File: src/sv/binary_to_bcd_digit_driver_macros.svh
// Assertion macros used by binary_to_bcd_digit_driver.sv.
// ASSERT_IMPLIES checks the consequent in the same cycle.
// ASSERT_NEXT checks it in the following cycle.
`ifndef BINARY_TO_BCD_DIGIT_DRIVER_MACROS_SVH
`define BINARY_TO_BCD_DIGIT_DRIVER_MACROS_SVH

`ifndef SYNTHESIS
`define B2BCD_ASSERT_IMPLIES(label, clock, reset, ante, cons) \
  label: assert property (@(posedge clock) disable iff (reset) (ante) |-> (cons)) \
    else $error("b2bcd assertion failed");
`define B2BCD_ASSERT_NEXT(label, clock, reset, ante, cons) \
  label: assert property (@(posedge clock) disable iff (reset) (ante) |=> (cons)) \
    else $error("b2bcd assertion failed");
`else
`define B2BCD_ASSERT_IMPLIES(label, clock, reset, ante, cons)
`define B2BCD_ASSERT_NEXT(label, clock, reset, ante, cons)
`endif

`endif

File: src/sv/b2bcd_pkg.sv
package b2bcd_pkg;

  localparam int MAX_DIGITS = 10;
  localparam int VALUE_W    = 32;
  localparam int DIGIT_W    = 4;
  localparam int COUNT_W    = 4;
  localparam int BCD_W      = MAX_DIGITS * DIGIT_W;
  localparam int STEP_W     = $clog2(VALUE_W);
  localparam int IDX_W      = (MAX_DIGITS > 1) ? $clog2(MAX_DIGITS) : 1;

  localparam logic [COUNT_W-1:0] COUNT_RESET = COUNT_W'(3);

  typedef enum logic [1:0] {
    ST_IDLE,
    ST_CONVERT,
    ST_EMIT
  } state_t;

  typedef struct packed {
    logic               load;
    logic [VALUE_W-1:0] value;
  } dd_cmd_t;

  typedef struct packed {
    logic             done;
    logic [BCD_W-1:0] bcd;
  } dd_rsp_t;

endpackage

File: src/sv/b2bcd_dabble.sv
module b2bcd_dabble (
  input  logic               clk,
  input  logic               rst,
  input  b2bcd_pkg::dd_cmd_t cmd,
  output b2bcd_pkg::dd_rsp_t rsp
);
  import b2bcd_pkg::*;

  logic [VALUE_W-1:0] bin;
  logic [BCD_W-1:0]   bcd;
  logic [BCD_W-1:0]   bcd_adj;
  logic [STEP_W-1:0]  step;
  logic               running;
  logic               done;

  // add 3 to every digit of 5 or more before the shift
  always_comb begin
    for (int i = 0; i < MAX_DIGITS; i++) begin
      bcd_adj[i*DIGIT_W +: DIGIT_W] = (bcd[i*DIGIT_W +: DIGIT_W] >= DIGIT_W'(5)) ?
          bcd[i*DIGIT_W +: DIGIT_W] + DIGIT_W'(3) : bcd[i*DIGIT_W +: DIGIT_W];
    end
  end

  always_ff @(posedge clk) begin
    if (rst) begin
      running <= 1'b0;
      done    <= 1'b0;
      step    <= '0;
    end else begin
      done <= 1'b0;
      if (cmd.load) begin
        running <= 1'b1;
        step    <= '0;
      end else if (running) begin
        step <= step + STEP_W'(1);
        if (step == STEP_W'(VALUE_W - 1)) begin
          running <= 1'b0;
          done    <= 1'b1;
        end
      end
    end
  end

  // carry out of the top digit is dropped, leaving the value modulo 10^MAX_DIGITS
  always_ff @(posedge clk) begin
    if (cmd.load) begin
      bin <= cmd.value;
      bcd <= '0;
    end else if (running) begin
      bcd <= {bcd_adj[BCD_W-2:0], bin[VALUE_W-1]};
      bin <= {bin[VALUE_W-2:0], 1'b0};
    end
  end

  assign rsp.done = done;
  assign rsp.bcd  = bcd;

endmodule

File: src/sv/binary_to_bcd_digit_driver.sv
// Binary to BCD digit driver.
// Pulse start with value while busy is low to hand over one 32-bit number.
// The block converts it by shift-and-add-3, one bit per cycle,
// then emits digit_count digits, most significant first, one per cycle.
// Each digit appears for one cycle with strobe high, together with
// bcd_digit, digit_select (0 is the most significant position) and last.
// busy stays high through the conversion and the digit emission, so a
// new start is taken only once the digits of the previous number are out.
// A digit_count above ten gives one result with error and last set, in the
// cycle after start, and no conversion. A digit_count of zero gives nothing.
// The configuration channel (cfg_valid, cfg_ready, cfg_data) writes
// digit_count; cfg_ready is low while busy. The receiver cannot stall:
// each result is taken in the cycle its strobe is high.
// Reset clears the sequencer and strobe and sets digit_count to 3.
`include "binary_to_bcd_digit_driver_macros.svh"

module binary_to_bcd_digit_driver (
  input  logic                            clk,
  input  logic                            rst,
  input  logic                            start,
  output logic                            busy,
  input  logic [b2bcd_pkg::VALUE_W-1:0]   value,
  input  logic                            cfg_valid,
  output logic                            cfg_ready,
  input  logic [b2bcd_pkg::COUNT_W-1:0]   cfg_data,
  output logic                            strobe,
  output logic [b2bcd_pkg::DIGIT_W-1:0]   bcd_digit,
  output logic [b2bcd_pkg::COUNT_W-1:0]   digit_select,
  output logic                            last,
  output logic                            error
);
  import b2bcd_pkg::*;

  state_t               state;
  state_t               state_next;
  logic [COUNT_W-1:0]   digit_count;
  logic [COUNT_W-1:0]   k;
  logic [COUNT_W-1:0]   pos;
  logic                 last_digit;
  logic                 emit;
  logic                 err_emit;
  dd_cmd_t              dd_cmd;
  dd_rsp_t              dd_rsp;

  b2bcd_dabble u_dabble (
    .clk (clk),
    .rst (rst),
    .cmd (dd_cmd),
    .rsp (dd_rsp)
  );

  assign busy       = (state != ST_IDLE);
  assign cfg_ready  = !busy;
  assign pos        = digit_count - COUNT_W'(1) - k;
  assign last_digit = (k == digit_count - COUNT_W'(1));

  always_comb begin
    state_next   = state;
    dd_cmd.load  = 1'b0;
    dd_cmd.value = value;
    emit         = 1'b0;
    err_emit     = 1'b0;
    case (state)
      ST_IDLE: begin
        if (start) begin
          if (digit_count > COUNT_W'(MAX_DIGITS)) begin
            err_emit = 1'b1;
          end else if (digit_count != '0) begin
            dd_cmd.load = 1'b1;
            state_next  = ST_CONVERT;
          end
        end
      end
      ST_CONVERT: begin
        if (dd_rsp.done) begin
          state_next = ST_EMIT;
        end
      end
      ST_EMIT: begin
        emit = 1'b1;
        if (last_digit) begin
          state_next = ST_IDLE;
        end
      end
      default: begin
        state_next = ST_IDLE;
      end
    endcase
  end

  always_ff @(posedge clk) begin
    if (rst) begin
      state <= ST_IDLE;
    end else begin
      state <= state_next;
    end
  end

  always_ff @(posedge clk) begin
    if (rst) begin
      digit_count <= COUNT_RESET;
    end else if (cfg_valid && cfg_ready) begin
      digit_count <= cfg_data;
    end
  end

  always_ff @(posedge clk) begin
    if (rst) begin
      k      <= '0;
      strobe <= 1'b0;
    end else begin
      strobe <= emit || err_emit;
      if (dd_cmd.load) begin
        k <= '0;
      end else if (emit) begin
        k <= k + COUNT_W'(1);
      end
    end
  end

  // hold the result for its single strobe cycle
  always_ff @(posedge clk) begin
    if (err_emit) begin
      bcd_digit    <= '0;
      digit_select <= '0;
      last         <= 1'b1;
      error        <= 1'b1;
    end else if (emit) begin
      bcd_digit    <= dd_rsp.bcd[pos[IDX_W-1:0]*DIGIT_W +: DIGIT_W];
      digit_select <= k;
      last         <= last_digit;
      error        <= 1'b0;
    end
  end

  `B2BCD_ASSERT_IMPLIES(a_error_shape, clk, rst, strobe && error, last && bcd_digit == '0 && digit_select == '0)
  `B2BCD_ASSERT_NEXT(a_digits_contiguous, clk, rst, strobe && !last && !error, strobe && !error)
  `B2BCD_ASSERT_NEXT(a_no_early_digit, clk, rst, start && !busy, !strobe || error)
  `B2BCD_ASSERT_IMPLIES(a_select_range, clk, rst, strobe && !error, digit_select < COUNT_W'(MAX_DIGITS) && bcd_digit < DIGIT_W'(10))

endmodule

File: config.mk
export PLATFORM = sky130hd
export DESIGN_NAME = binary_to_bcd_digit_driver
export DESIGN_NICKNAME = d
export VERILOG_FILES = /design/src/sv/b2bcd_pkg.sv /design/src/sv/b2bcd_dabble.sv /design/src/sv/binary_to_bcd_digit_driver.sv
export VERILOG_INCLUDE_DIRS = /design/src /design/src/sv
export SDC_FILE = /design/constraint.sdc
export NUM_CORES = 1
export LEC_CHECK = 0
export ABC_CLOCK_PERIOD_IN_PS = 7080
export BUFFER_PORTS_ARGS = -buffer_cell sky130_fd_sc_hd__buf_2
export CAP_MARGIN = 20
export CORE_AREA = 2 2 138 140
export CTS_BUF_LIST = sky130_fd_sc_hd__clkbuf_8
export DETAILED_ROUTE_END_ITERATION = 10
export DIE_AREA = 0 0 140 142
export SYNTH_ARGS = -nofsm -noshare
export SYNTH_HDL_FRONTEND = slang
export SYNTH_HIERARCHICAL = 1
export SYNTH_SLANG_ARGS = --single-unit
File: constraint.sdc
create_clock -name clk -period 7.08 [get_ports clk]
set_input_delay 0 -clock clk [delete_from_list [all_inputs] [get_ports clk]]
set_output_delay 0 -clock clk [all_outputs]
set_load 0.01 [all_outputs]
==> Word level (Yosys, flattened, before mapping) <==
Cells that the tools add are included.
{ "op_classes": {"add_sub_neg": 14, "magnitude_cmp": 11, "n_eq_ne": 9, "shift": 1, "n_mux": 30, "n_bitwise": 1, "reduce_logical": 10} }
{ "ops": {"columns": ["operator", "count"], "rows": [
  ["$mux 32", 2],
  ["$ge 4x3->1 const B", 10],
  ["$shiftx 40x7->4", 1],
  ["$add 4x2->4 const B", 9],
  ["$mux 4", 9],
  ["$mux 1", 12],
  ["$mux 2", 5],
  ["$ne 2x2->1 const B", 4],
  ["$pmux 2 s3", 1],
  ["$add 5x1->5 const B", 1],
  ["$eq 5x5->1 const B", 1],
  ["$reduce_and 5->1", 1],
  ["$add 4x1->4 const B", 1],
  ["$eq 4x4->1", 1],
  ["$gt 4x4->1 const B", 1],
  ["$reduce_bool 2->1", 2],
  ["$reduce_bool 4->1", 1],
  ["$sub 4x1->4 const B", 1],
  ["$sub 4x4->4", 1],
  ["$add 3x2->3 const B", 1],
  ["$mux 3", 1],
  ["$reduce_or 3->1", 1],
  ["$eq 2x1->1 const B", 1],
  ["$eq 2x2->1 const B", 1],
  ["other kinds (7)", 7]
]} }
{ "totals": {"reg_bits": 100, "output_inout_bits": 13, "word_cells": 89} }

==> Depth between registers and ports, before layout <==
Gate-level depths: netlist of the first run.
{ "depth": {"ltp_word": 6, "mapped_depth": 11} }

==> Modules after synthesis <==
The synthesis of the first run kept the hierarchy.
{ "modules_own_cells": {"columns": ["module", "n_inst", "cells_per_inst", "area_each_um2", "seq_area_each_um2"], "rows": [
  ["b2bcd_dabble", 1, 408, 4107.7, 1901.8],
  ["binary_to_bcd_digit_driver", 1, 129, 1313.8, 420.4]
]} }

==> Worst setup path after synthesis of the first run <==
OpenSTA, ideal clock, no wires.
{ "synth_timing": {"kind": "register to register", "from": "register digit_count[0]", "to": "register bcd_digit[3] (netlist name)", "setup_time_ns": 0.128, "arrival_ns": 2.223, "required_ns": 6.952, "slack_ns": 4.729, "path_stages_with_launch": 9, "n_path_buf": 1, "path_cell_list": "dfxtp_1 > inv_1 > ha_1 > fa_1 > buf_1 > mux4_2 > mux2_2 > nand3_1 > o211ai_1"} }
{ "synth_between": {"elab_chain_cells": 4, "elab_cells_between_ends": 7, "cone_classes": "add/sub (2); order compare (1); shift (1); mux (3)"} }
{ "synth_rtl": {"columns": ["item", "line", "rtl"], "rows": [
  ["start: declaration", "binary_to_bcd_digit_driver.sv:36", "logic [COUNT_W-1:0] digit_count;"],
  ["start signal: assignment", "binary_to_bcd_digit_driver.sv:103", "digit_count <= cfg_data;"],
  ["parallel branches: the longest is 4 deep, another holds $sub 4x1->4", null, null],
  ["end signal: assignment", "binary_to_bcd_digit_driver.sv:129", "bcd_digit <= dd_rsp.bcd[pos[IDX_W-1:0]*DIGIT_W +: DIGIT_W];"],
  ["end: declaration", "binary_to_bcd_digit_driver.sv:27", "output logic [b2bcd_pkg::DIGIT_W-1:0] bcd_digit,"]
]} }
Parallel ways; which one is timed is not known.
A chain may end at the register's enable or synchronous reset.

==> reports/results.md, run 1 <==
| Result | Reported | Unit |
| --- | --- | --- |
| Distinct cell type count after synthesis | 50 | - |
| Clock skew after layout | 0.0141 | ns |
| Average vias per placed instance | 4.86 | - |
| Hold_ws | 0.0847 | ns |
| Accumulated negative setup slack | 0 | ns |
| Element type at the critical path end | register | - |
| Adder-cell share of the synthesized area | 7.06 | % |
| Mapped Area | 0.00542 | sq mm |
| Synthesis-stage register bit count | 100 | - |
| CTS Buf Count | 9 | - |
| Number of violations of the max-capacitance limit | 0 | - |
| Internal power | 1.09 | mW |
| Deepest clock path buffer count | 2 | - |
| Clk network pwr share | 20.5 | % |
| Element type at the critical path start | register | - |
| Maximum number of pins on one net before global-route repair | 89 | - |
| Final number of setup-violating endpoints | 0 | - |
| X dimension of the die | 140 | microns |
| RSZ-0062 raised after global routing | false | - |
| Core area | 0.0185 | sq mm |
| Synthesized Nets | 607 | - |
| Top cells by area in the synthesized netlist | sky130_fd_sc_hd__dfxtp_1 25%, sky130_fd_sc_hd__edfxtp_1 18%, sky130_fd_sc_hd__mux2_2 7.3% | - |
| Register area share after synthesis | 42.8 | % |
| Worst min-delay path category | in -> reg | - |
| Root buffer cell | sky130_fd_sc_hd__clkbuf_8 | - |
| Final Hold Viols | 0 | - |
| Standby leakage power | 2.42 | nW |
| Violation count after the first detailed-route iteration | 258 | - |
| Sw frac | 34.1 | % |
| Critical path class | reg -> reg | - |
| Area added between synthesis and finish | 19.0 | % |
| Antenna violations before repair | 0 | - |
| Drt first pass iters | 8 | - |
| Combinational family with the most area after synthesis | compound AO/OA/AOI/OAI gates | - |
| Total power draw | 1.65 | mW |
| Total via count in the routed design | 4174 | - |
| Worst-Skew Late Latency | 0.38 | ns |
| H-tree level count | 3 | - |
| Clock sink count | 100 | - |
| DP Wirelength | 7.26 | mm |
| Max-slew violation count | 0 | - |
| Synthesized area per cell | 10.1 | sq um |
| Worst VDD drop | 0.0000882 | V |
| Async SR Flop Fraction | 0 | % |
| Overall routed net length | 11.4 | mm |
| Gate count after technology mapping | 537 | - |
| Post-placement setup slack | 4.10 | ns |
| CP Data Arrival Time | 3.18 | ns |
| Global route overflow | 0 | - |
| GR Util All Layers | 11.4 | % |
| Violations in the final reports | DRC | - |
| Fraction of layout instances using a drive strength above 1 | 21.2 | % |
| DRC viols | 5 | - |
| Clock-pin slew on the worst setup and hold paths | 0.10 | ns |
| Maximum clock rate | 339 | MHz |
| Ratio of final minimum period to clock period | 41.7 | % |
| Warnings, synthesis | 6 | - |
| Slew HR | 41.7 | % |
| Shortest clock period the worst path allows after layout | 2.95 | ns |
| Effective utilization at floorplan | 29.4 | % |
| Area of the die | 0.0199 | sq mm |
| Sequential Power Share | 49.7 | % |
| Area fraction in compound gates after synthesis | 17.8 | % |
| Part of the total power dissipated in combinational logic | 29.9 | % |
| RePlAce Congestion | 0.789 | - |
| Vertical die dimension | 142 | microns |
| Library cell with the largest summed area after synthesis | sky130_fd_sc_hd__dfxtp_1 | - |
| Number of antenna diodes | 0 | - |
| Worst path required time | 7.31 | ns |
| Ports placed on the boundary | 53 | - |
| Primary FF master, synth | sky130_fd_sc_hd__dfxtp_1 | - |
| Global-route wire length before repair | 18.5 | mm |
| Number of enable-type register cells in the synthesized netlist | 32 | - |
| Top fanout value on the critical path | 46 | - |
| Vias in the first global route | 3836 | - |
| Transition time at the pin with the least slew margin | 0.875 | ns |
| TritonCTS clock tree | yes | - |
| # port buffers | 52 | - |
| Xor-xnor portion of the synthesized cell area | 2.08 | % |
| Power per unit of standard cell area | 256 | mW/mm^2 |
| Core Rows | 50 | - |
| Sw Pwr | 0.563 | mW |
| Nets@finish | 689 | - |
| Simple-gate share of the synthesized area | 11.6 | % |
| Share of the synthesized area in the top cell type | 25.1 | % |
| Mux cell area share after synthesis | 12.4 | % |
| Setup ws final | 4.13 | ns |
| Result of the run | finished, violations left | - |
| Count of antenna-violating nets left after detailed routing | 0 | - |
| Final routed wire length divided by cell count | 13.2 | microns |
## area by class of cell
cell class	count	area (sq um)
clock buffer	10	138
tap	234	293
multi-input combinational	361	2760
sequential	100	2320
inverter	48	180
clock inverter	6	35.0
fill	1788	12000
timing repair buffer	99	723
## per-layer routing
metal	global-route usage, %	part of all wire, %	vias to the layer above
met5	0	0	-
li1	-	-	2130
met4	4.63	1.8	0
met3	2.46	3.4	16
met2	18.4	46	66
met1	15.1	49	1962
## worst max-delay path, cell delays in order (launching register included)
cell	delay, ns
sky130_fd_sc_hd__dfxtp_1	0.37
sky130_fd_sc_hd__nor2_1	0.45
sky130_fd_sc_hd__nand4_1	0.29
sky130_fd_sc_hd__inv_2	0.56
sky130_fd_sc_hd__buf_4	0.60
sky130_fd_sc_hd__nor2b_2	0.22
sky130_fd_sc_hd__a21bo_1	0.24
sky130_fd_sc_hd__o32ai_1	0.06
## what timing repair did
item / in CTS / in global routing
resized for setup: 0 / 0
hold endpoints to repair: 40 / 0
setup endpoints to repair: 0 / 0
hold buffers: 44 / 0
setup buffers: 0 / 0
## sequential cells by signal (all words and copies together), names as in the netlist
| signal | flops |
|---|---|
| bcd_digit | 4 |
| digit_count | 4 |
| digit_select | 4 |
| error | 1 |
| k | 4 |
| last | 1 |
| state | 2 |
| strobe | 1 |
| u_dabble/bcd | 40 |
| u_dabble/bin | 32 |
| u_dabble/done | 1 |
| u_dabble/running | 1 |
| u_dabble/step | 5 |
## path summary, 6_finish.rpt
kind | from | end | slack (ns) | cells after the start
max reg2reg | state[0]$_SDFFE_PP0P_ | u_dabble/bcd[13]$_SDFFE_PP0P_ | 4.13 | 7
min | start | error$_SDFFE_PP1P_ | 0.08 | 4
max | state[0]$_SDFFE_PP0P_ | u_dabble/bcd[13]$_SDFFE_PP0P_ | 4.13 | 7
min reg2reg | last$_SDFFE_PP1P_ | last$_SDFFE_PP1P_ | 0.46 | 2
## cell usage after synthesis (all sizes together) (2+ instances only)
library cell  instances
a21o                  2
mux2                 35
nand3                19
nand4b                3
a21bo                 8
buf                  24
o32ai                10
inv                  48
clkbuf                4
nor2b                 3
a311o                 2
edfxtp               32
nor2                 33
ha                   29
dfxtp                68
nand2                32
o211ai                5
or3                   8
o22a                  9
nand4                12
nand2b                5
mux4                  8
a21oi                38
nor3                 10
xor2                  6
o21ai                40
o22ai                 9
or2                   2
a22o                  4
xnor2                 6
a311oi                8
mux2i                 7
## kinds of logic (layout without fill, tap and decap cells)
kind of cell / count (synthesis) / count (layout)
simple gates: 130 / 130
mux: 50 / 50
xor+xnor: 12 / 12
flops: 100 / 100
compound gates: 139 / 139
fa+ha+maj: 30 / 30
buf+inv: 76 / 163
## power groups by stage
stage	Clock, mW	Combinational, mW	Sequential, mW
finish	0.337	0.493	0.820
global route	0.370	0.554	0.839
CTS	0.348	0.491	0.820
detailed placement	0	0.469	0.833
global placement	0	0.464	0.833
floorplan	0	0.380	0.801
## per-stage QoR
step / utilization, % / std cells / cell area [sq um]
final: 34.9 / 858 / 6450
after CTS: 34.9 / 858 / 6450
after floorplan: - / 537 / 5420
after detailed placement: 31.6 / 798 / 5840
after global placement: 31.6 / 798 / 5840
after global routing: 34.9 / 858 / 6450
## cell usage in the layout (no fill, tap or decap), types with 16 or more instances in the layout
cell / synthesis / layout
sky130_fd_sc_hd__a21oi_1: 38 / 38
sky130_fd_sc_hd__nand3_1: 19 / 19
sky130_fd_sc_hd__inv_1: 48 / 49
sky130_fd_sc_hd__nand2_1: 32 / 32
sky130_fd_sc_hd__o21ai_0: 24 / 24
sky130_fd_sc_hd__buf_2: 17 / 52
sky130_fd_sc_hd__o21ai_1: 16 / 16
sky130_fd_sc_hd__mux2_2: 35 / 35
sky130_fd_sc_hd__nor2_1: 33 / 33
sky130_fd_sc_hd__dfxtp_1: 68 / 67
sky130_fd_sc_hd__edfxtp_1: 32 / 32
sky130_fd_sc_hd__ha_1: 29 / 29
sky130_fd_sc_hd__dlygate4sd3_1: 0 / 44
Power figures use the tool's default switching activity.
==> inputs of run 2 (changes only) <==
- ABC_CLOCK_PERIOD_IN_PS: 7080 -> 2500
- clock period: 7.08 -> 2.5 ns (I/O delays scaled with it)
==> run 2 against run 1 <==
The flow still finishes with violations (DRC). Clock skew decreased by 0.0033 ns. Total power rose to 2.9 times the previous value. Critical path depth is 1 higher. Hold slack worse by 0.035 ns. Clock power rose to 3.2 times the previous value. Final area rose by 2.5%. Sequential share of layout area down 0.88 points. Critical path type unchanged.
==> reports/results.md, run 2 (same netlist as run 1, synthesis figures left out) <==
| Result | Reported | Unit | Delta |
| --- | --- | --- | --- |
| Result of the run | finished, violations left | - |  |
| Violations in the final reports | DRC | - |  |
| Effective utilization at floorplan | 29.4 | % | unchanged |
| Element type at the critical path start | register | - |  |
| Leading cell type in the layout, fill and taps excluded | sky130_fd_sc_hd__dfxtp_1 | - |  |
| Ratio of final minimum period to clock period | 95.1 | % | +53 points |
| Worst-Skew Late Latency | 0.39 | ns | about the same |
| Violation count after the first detailed-route iteration | 244 | - | -5.4% |
| Buffers & Inverters on Critical Path | 2 | - | unchanged |
| Nets@finish | 702 | - | +1.9% |
| Setup ws final | 0.122 | ns | -4.01 ns |
| X dimension of the die | 140 | microns | unchanged |
| CTS Buf Count | 9 | - | unchanged |
| Worst path top cell family by delay | adder cells | - |  |
| DRC viols | 5 | - | unchanged |
| Cell area reported after detailed placement | 0.00596 | sq mm | +2.1% |
| Post-placement cell count | 809 | - | +1.4% |
| Antenna violations before repair | 0 | - | unchanged |
| Final number of setup-violating endpoints | 0 | - | unchanged |
| Vias in the first global route | 4019 | - | +4.8% |
| Count of antenna-violating nets left after detailed routing | 0 | - | unchanged |
| Worst VDD drop | 0.000224 | V | +150% |
| Utilization of the core after routing | 35.8 | % | +0.87 points |
| Max-slew violation count | 0 | - | unchanged |
| Registers with the most flip-flops | u_dabble/bcd x40, u_dabble/bin x32, u_dabble/step x5 | - |  |
| Element type at the critical path end | register | - |  |
| Worst min-delay path category | in -> reg | - |  |
| RePlAce Congestion | 0.775 | - | -1.7% |
| Most used cells in the layout excluding fill and tap cells | 67 x sky130_fd_sc_hd__dfxtp_1, 52 x sky130_fd_sc_hd__buf_2, 47 x sky130_fd_sc_hd__inv_1 | - |  |
| Fraction of layout instances using a drive strength above 1 | 23.1 | % | +1.9 points |
| Post-placement setup slack | 0.0302 | ns | -4.07 ns |
| Number of violations of the max-capacitance limit | 0 | - | unchanged |
| Core area | 0.0185 | sq mm | unchanged |
| Final cell area excluding filler cells | 0.00661 | sq mm | +2.5% |
| Vertical die dimension | 142 | microns | unchanged |
| Global route overflow | 0 | - | unchanged |
| Standby leakage power | 2.50 | nW | +3.3% |
| Deepest clock path buffer count | 2 | - | unchanged |
| CP Data Arrival Time | 2.66 | ns | -0.52 ns |
| Clock skew after layout | 0.0108 | ns | -0.00330 ns |
| Power per unit of standard cell area | 734 | mW/mm^2 | +190% |
| Chain of cells forming the critical path | inv_1 -> ha_1 -> fa_2 -> clkbuf_2 -> mux4_1 -> mux2_2 -> nand3_1 -> o211ai_1 | - |  |
| Number of fill cells | 1819 | - | +1.7% |
| Register bank with the most flops | u_dabble/bcd | - |  |
| TritonCTS clock tree | yes | - |  |
| Worst path required time | 2.78 | ns | -4.53 ns |
| Global-route wire length before repair | 19.4 | mm | +4.6% |
| Critical path class | reg -> reg | - |  |
| Drt first pass iters | 7 | - | -1 |
| Area of the die | 0.0199 | sq mm | unchanged |
| Maximum number of pins on one net before global-route repair | 37 | - | -58% |
| Clock-pin slew on the worst setup and hold paths | 0.10 | ns | about the same |
| H-tree level count | 3 | - | unchanged |
| Total power draw | 4.85 | mW | +190% |
| Overall routed net length | 11.6 | mm | +2.3% |
| Number of antenna diodes | 0 | - | unchanged |
| Number of cell instances on the worst register-to-register path | 8 | - | +1 |
| # port buffers | 52 | - | unchanged |
| DP Wirelength | 7.79 | mm | +7.4% |
| Clock sink count | 100 | - | unchanged |
| Core Rows | 50 | - | unchanged |
| Final Hold Viols | 0 | - | unchanged |
| Ports placed on the boundary | 53 | - | unchanged |
| Count of cells along the worst hold path | 4 | - | unchanged |
| Maximum clock rate | 420 | MHz | +24% |
| Area added between synthesis and finish | 21.9 | % |  |
| Final routed wire length divided by cell count | 13.3 | microns | +0.80% |
| Delay of the slowest cell on the worst path | 0.55 | ns | -0.05 ns |
| Max FFs per register | 40 | - | unchanged |
| Root buffer cell | sky130_fd_sc_hd__clkbuf_8 | - |  |
| Count of cell instances traversed by the critical path | 8 | - | +1 |
| Slew HR | 63.0 | % | +21 points |
| Number of standard cells in the final layout excluding fillers | 871 | - | +1.5% |
| Total via count in the routed design | 4229 | - | +1.3% |
| Accumulated negative setup slack | 0 | ns | unchanged |
| Average vias per placed instance | 4.86 | - | -0.19% |
| GR Util All Layers | 12.0 | % | +0.62 points |
| Shortest clock period the worst path allows after layout | 2.38 | ns | -0.573 ns |
| Critical-path top delay cell | sky130_fd_sc_hd__fa_2 | - |  |
| Hold_ws | 0.0502 | ns | -0.0346 ns |
| Transition time at the pin with the least slew margin | 0.553 | ns | -0.322 ns |
| Top fanout value on the critical path | 4 | - | -91% |
run 2: cell types whose count changed in the layout (fill, tap and decap cells not counted), sizes merged:
cell / delta
clkinvlp: -1
buf: +12
bufinv: +1
clkinv: +2
inv: -1
run 2: repair_timing:
action                     in CTS  in global routing
hold endpoints to repair       40                  0
gates resized for setup         0                  2
buffers inserted                0                  2
setup endpoints to repair       0                  4
hold buffers                   44                  0
run 2: worst min-delay path, cell delays in order:
cell                       delay (ns)
sky130_fd_sc_hd__buf_2           0.10
sky130_fd_sc_hd__o211ai_1        0.11
sky130_fd_sc_hd__o21bai_1        0.07
sky130_fd_sc_hd__nor2b_1         0.12
run 2: layout make-up:
cell class / instances / area, sq um / area share, %
Sequential cell: 100 / 2320 / 35.1
Clock buffer: 9 / 124 / 1.87
Multi-Input combinational cell: 361 / 2760 / 41.7
Tap cell: 234 / 293 / 4.43
Clock inverter: 7 / 75.1 / 1.14
Timing Repair Buffer: 112 / 856 / 12.9
Inverter: 48 / 180 / 2.73
run 2: report_power, final:
group	internal, mW	leakage, nW	switching (mW)
clock	0.466	0.0935	0.605
combinational	0.725	1.53	0.707
sequential	2.01	0.872	0.334
total	3.20	2.50	1.65
run 2: per-layer routing:
| layer | global-route usage [%] | share of wire (%) | vias to the layer above |
|---|---|---|---|
| met1 | 15.2 | 47 | 2009 |
| met5 | 0 | 0 | - |
| met4 | 3.67 | 0.91 | 0 |
| met2 | 20.0 | 48 | 56 |
| met3 | 3.57 | 3.2 | 8 |
| li1 | - | - | 2156 |
run 2: worst paths after layout:
check / endpoint / slack, ns / startpoint
hold reg to reg: last$_SDFFE_PP1P_ / 0.46 / last$_SDFFE_PP1P_
hold / removal: error$_SDFFE_PP1P_ / 0.05 / start
setup / recovery: bcd_digit[0]$_SDFFE_PP0P_ / 0.12 / digit_count[0]$_SDFFE_PP1P_
setup reg to reg: bcd_digit[0]$_SDFFE_PP0P_ / 0.12 / digit_count[0]$_SDFFE_PP1P_
==> inputs of run 3 (changes only) <==
- CORE_AREA: 2 2 138 140 -> 2 2 103 105
- DIE_AREA: 0 0 140 142 -> 0 0 105 107
- PLACE_DENSITY: default -> 0.76
- SLEW_MARGIN: default -> 0
==> run 3 against run 2 <==
First-iteration DRC count up 56%. Sequential power about the same. Combinational power up 3%. Setup slack lost 0.042 ns. Critical path depth is the same. Die area down 43%. The flow now finishes without violations. Final cell count down 12%. Largest cell class unchanged.
==> reports/results.md, run 3 (same netlist as run 1, synthesis figures left out) <==
| Result | Reported | Unit | Delta |
| --- | --- | --- | --- |
| Result of the run | finished, final reports clean | - |  |
| Leading cell type in the layout, fill and taps excluded | sky130_fd_sc_hd__dfxtp_1 | - |  |
| Most used cells in the layout excluding fill and tap cells | 67 x sky130_fd_sc_hd__dfxtp_1, 53 x sky130_fd_sc_hd__buf_2, 47 x sky130_fd_sc_hd__inv_1 | - |  |
| Shortest clock period the worst path allows after layout | 2.42 | ns | +0.0423 ns |
| Drt first pass iters | 5 | - | -2 |
| Slack of the worst reg-to-reg path | 0.08 | ns | -0.04 ns |
| X dimension of the die | 105 | microns | -25% |
| Final number of setup-violating endpoints | 0 | - | unchanged |
| Standby leakage power | 2.48 | nW | -0.62% |
| Slew HR | 56.0 | % | -7.0 points |
| Maximum number of pins on one net before global-route repair | 65 | - | +76% |
| Nets@finish | 699 | - | -0.43% |
| Top fanout value on the critical path | 5 | - | +1 |
| Accumulated negative setup slack | 0 | ns | unchanged |
| Sw Pwr | 1.69 | mW | +3.0% |
| Worst path required time | 2.76 | ns | -0.02 ns |
| Number of violations of the max-capacitance limit | 0 | - | unchanged |
| DRC viols | 0 | - | -5 |
| Registers with the most flip-flops | u_dabble/bcd x40, u_dabble/bin x32, u_dabble/step x5 | - |  |
| Element type at the critical path start | register | - |  |
| Global-route wire length before repair | 21.1 | mm | +8.8% |
| DP Wirelength | 7.69 | mm | -1.3% |
| Global route overflow | 0 | - | unchanged |
| Sw frac | 34.4 | % | +0.47 points |
| Final Hold Viols | 0 | - | unchanged |
| Total via count in the routed design | 4477 | - | +5.9% |
| Sequential Power Share | 47.6 | % | -0.8 points |
| H-tree level count | 3 | - | unchanged |
| Internal power | 3.23 | mW | +0.81% |
| Antenna violations before repair | 0 | - | unchanged |
| Violation count after the first detailed-route iteration | 380 | - | +56% |
| Clock-pin slew on the worst setup and hold paths | 0.10 | ns | about the same |
| Average vias per placed instance | 5.81 | - | +20% |
| Vias in the first global route | 4442 | - | +11% |
| Part of the total power dissipated in combinational logic | 30.1 | % | +0.6 points |
| Worst-Skew Late Latency | 0.38 | ns | about the same |
| Critical path class | reg -> reg | - |  |
| Max FFs per register | 40 | - | unchanged |
| Transition time at the pin with the least slew margin | 0.660 | ns | +0.108 ns |
| Total power draw | 4.92 | mW | +1.5% |
| CTS Buf Count | 9 | - | unchanged |
| Clock sink count | 100 | - | unchanged |
| Fraction of layout instances using a drive strength above 1 | 22.9 | % | -0.21 points |
| TritonCTS clock tree | yes | - |  |
| CP Data Arrival Time | 2.69 | ns | +0.03 ns |
| Number of antenna diodes | 0 | - | unchanged |
| Clock skew after layout | 0.00971 | ns | -0.00112 ns |
| Worst min-delay path category | in -> reg | - |  |
| Deepest clock path buffer count | 2 | - | unchanged |
| Register bank with the most flops | u_dabble/bcd | - |  |
| Ports placed on the boundary | 53 | - | unchanged |
| Final routed wire length divided by cell count | 16.8 | microns | +26% |
| Area added between synthesis and finish | 19.2 | % |  |
| Power per unit of standard cell area | 762 | mW/mm^2 | +3.9% |
| Overall routed net length | 12.9 | mm | +11% |
| Core area | 0.0101 | sq mm | -45% |
| Effective utilization at floorplan | 53.7 | % | +24 points |
| Area of the die | 0.0112 | sq mm | -43% |
| GR Util All Layers | 23.5 | % | +11 points |
| Number of fill cells | 802 | - | -56% |
| Maximum clock rate | 413 | MHz | -1.7% |
| Ratio of final minimum period to clock period | 96.8 | % | +1.7 points |
| Element type at the critical path end | register | - |  |
| Worst VDD drop | 0.000319 | V | +43% |
| Count of antenna-violating nets left after detailed routing | 0 | - | unchanged |
| Core Rows | 37 | - | -26% |
| Vertical die dimension | 107 | microns | -25% |
| Root buffer cell | sky130_fd_sc_hd__clkbuf_8 | - |  |
| # port buffers | 52 | - | unchanged |
| Max-slew violation count | 0 | - | unchanged |
| Clk network pwr share | 22.3 | % | +0.2 points |
| RePlAce Congestion | 0.825 | - | +6.4% |
[run 3: layout make-up]
| type | instances | area, sq um | share of cell area (%) |
|---|---|---|---|
| inverters | 48 | 180 | 2.79 |
| clock buffers | 10 | 138 | 2.13 |
| multi-input cells | 361 | 2760 | 42.7 |
| flip-flops and latches | 100 | 2320 | 36.0 |
| clock inverters | 6 | 70.1 | 1.08 |
| repair buffers | 109 | 821 | 12.7 |
| well taps | 136 | 170 | 2.63 |
[run 3: path summary, 6_finish.rpt]
kind | cells past startpoint | to | from
hold / removal | 4 | error$_SDFFE_PP1P_ | start
setup reg to reg | 8 | bcd_digit[3]$_SDFFE_PP0P_ | digit_count[0]$_SDFFE_PP1P_
setup / recovery | 8 | bcd_digit[3]$_SDFFE_PP0P_ | digit_count[0]$_SDFFE_PP1P_
hold reg to reg | 2 | last$_SDFFE_PP1P_ | last$_SDFFE_PP1P_
[run 3: layer usage]
metal  wire length (microns)  GRT usage, %  vias to the layer above
met4                     325          10.2                        0
met5                       0             0                        -
met1                    5220          27.8                     2131
li1                        -             -                     2146
met3                     620          3.16                       35
met2                    6750          42.7                      165
[run 3: power groups by stage]
stage	Sequential (mW)	Clock, mW	Combinational [mW]
after detailed placement	2.36	0	1.37
final	2.34	1.10	1.48
after CTS	2.33	1.10	1.44
after global routing	2.39	1.17	1.64
after global placement	2.35	0	1.29
after floorplan	2.27	0	1.08
[run 3: critical path, stage by stage (launching register included)]
cell                       delay, ns
sky130_fd_sc_hd__dfxtp_1        0.37
sky130_fd_sc_hd__inv_1          0.10
sky130_fd_sc_hd__ha_1           0.36
sky130_fd_sc_hd__fa_2           0.56
sky130_fd_sc_hd__buf_4          0.16
sky130_fd_sc_hd__mux4_2         0.30
sky130_fd_sc_hd__mux2_2         0.28
sky130_fd_sc_hd__nand3_1        0.10
sky130_fd_sc_hd__o211ai_1       0.09
[run 3: metrics by stage]
stage / instance area (sq um) / utilization [%] / cells / setup WS [ns] / hold WS (ns)
after floorplan: 5420 / - / 537 / 0.149 / 0.0724
after global placement: 5800 / 57.5 / 708 / 0.132 / 0.258
after detailed placement: 5800 / 57.5 / 708 / 0.0189 / 0.259
after CTS: 6450 / 63.9 / 768 / 0.0558 / 0.0570
after global routing: 6460 / 64.0 / 770 / -0.0171 / 0.0984
final: 6460 / 64.0 / 770 / 0.0794 / 0.0663
[run 3: timing repair]
item / CTS / global route
cloned: 0 / 0
gates resized for setup: 1 / 1
setup endpoints to repair: 4 / 4
pin swaps: 0 / 1
endpoints found under the hold margin: 40 / 0
buffers inserted: 0 / 2
hold buffers: 44 / 0
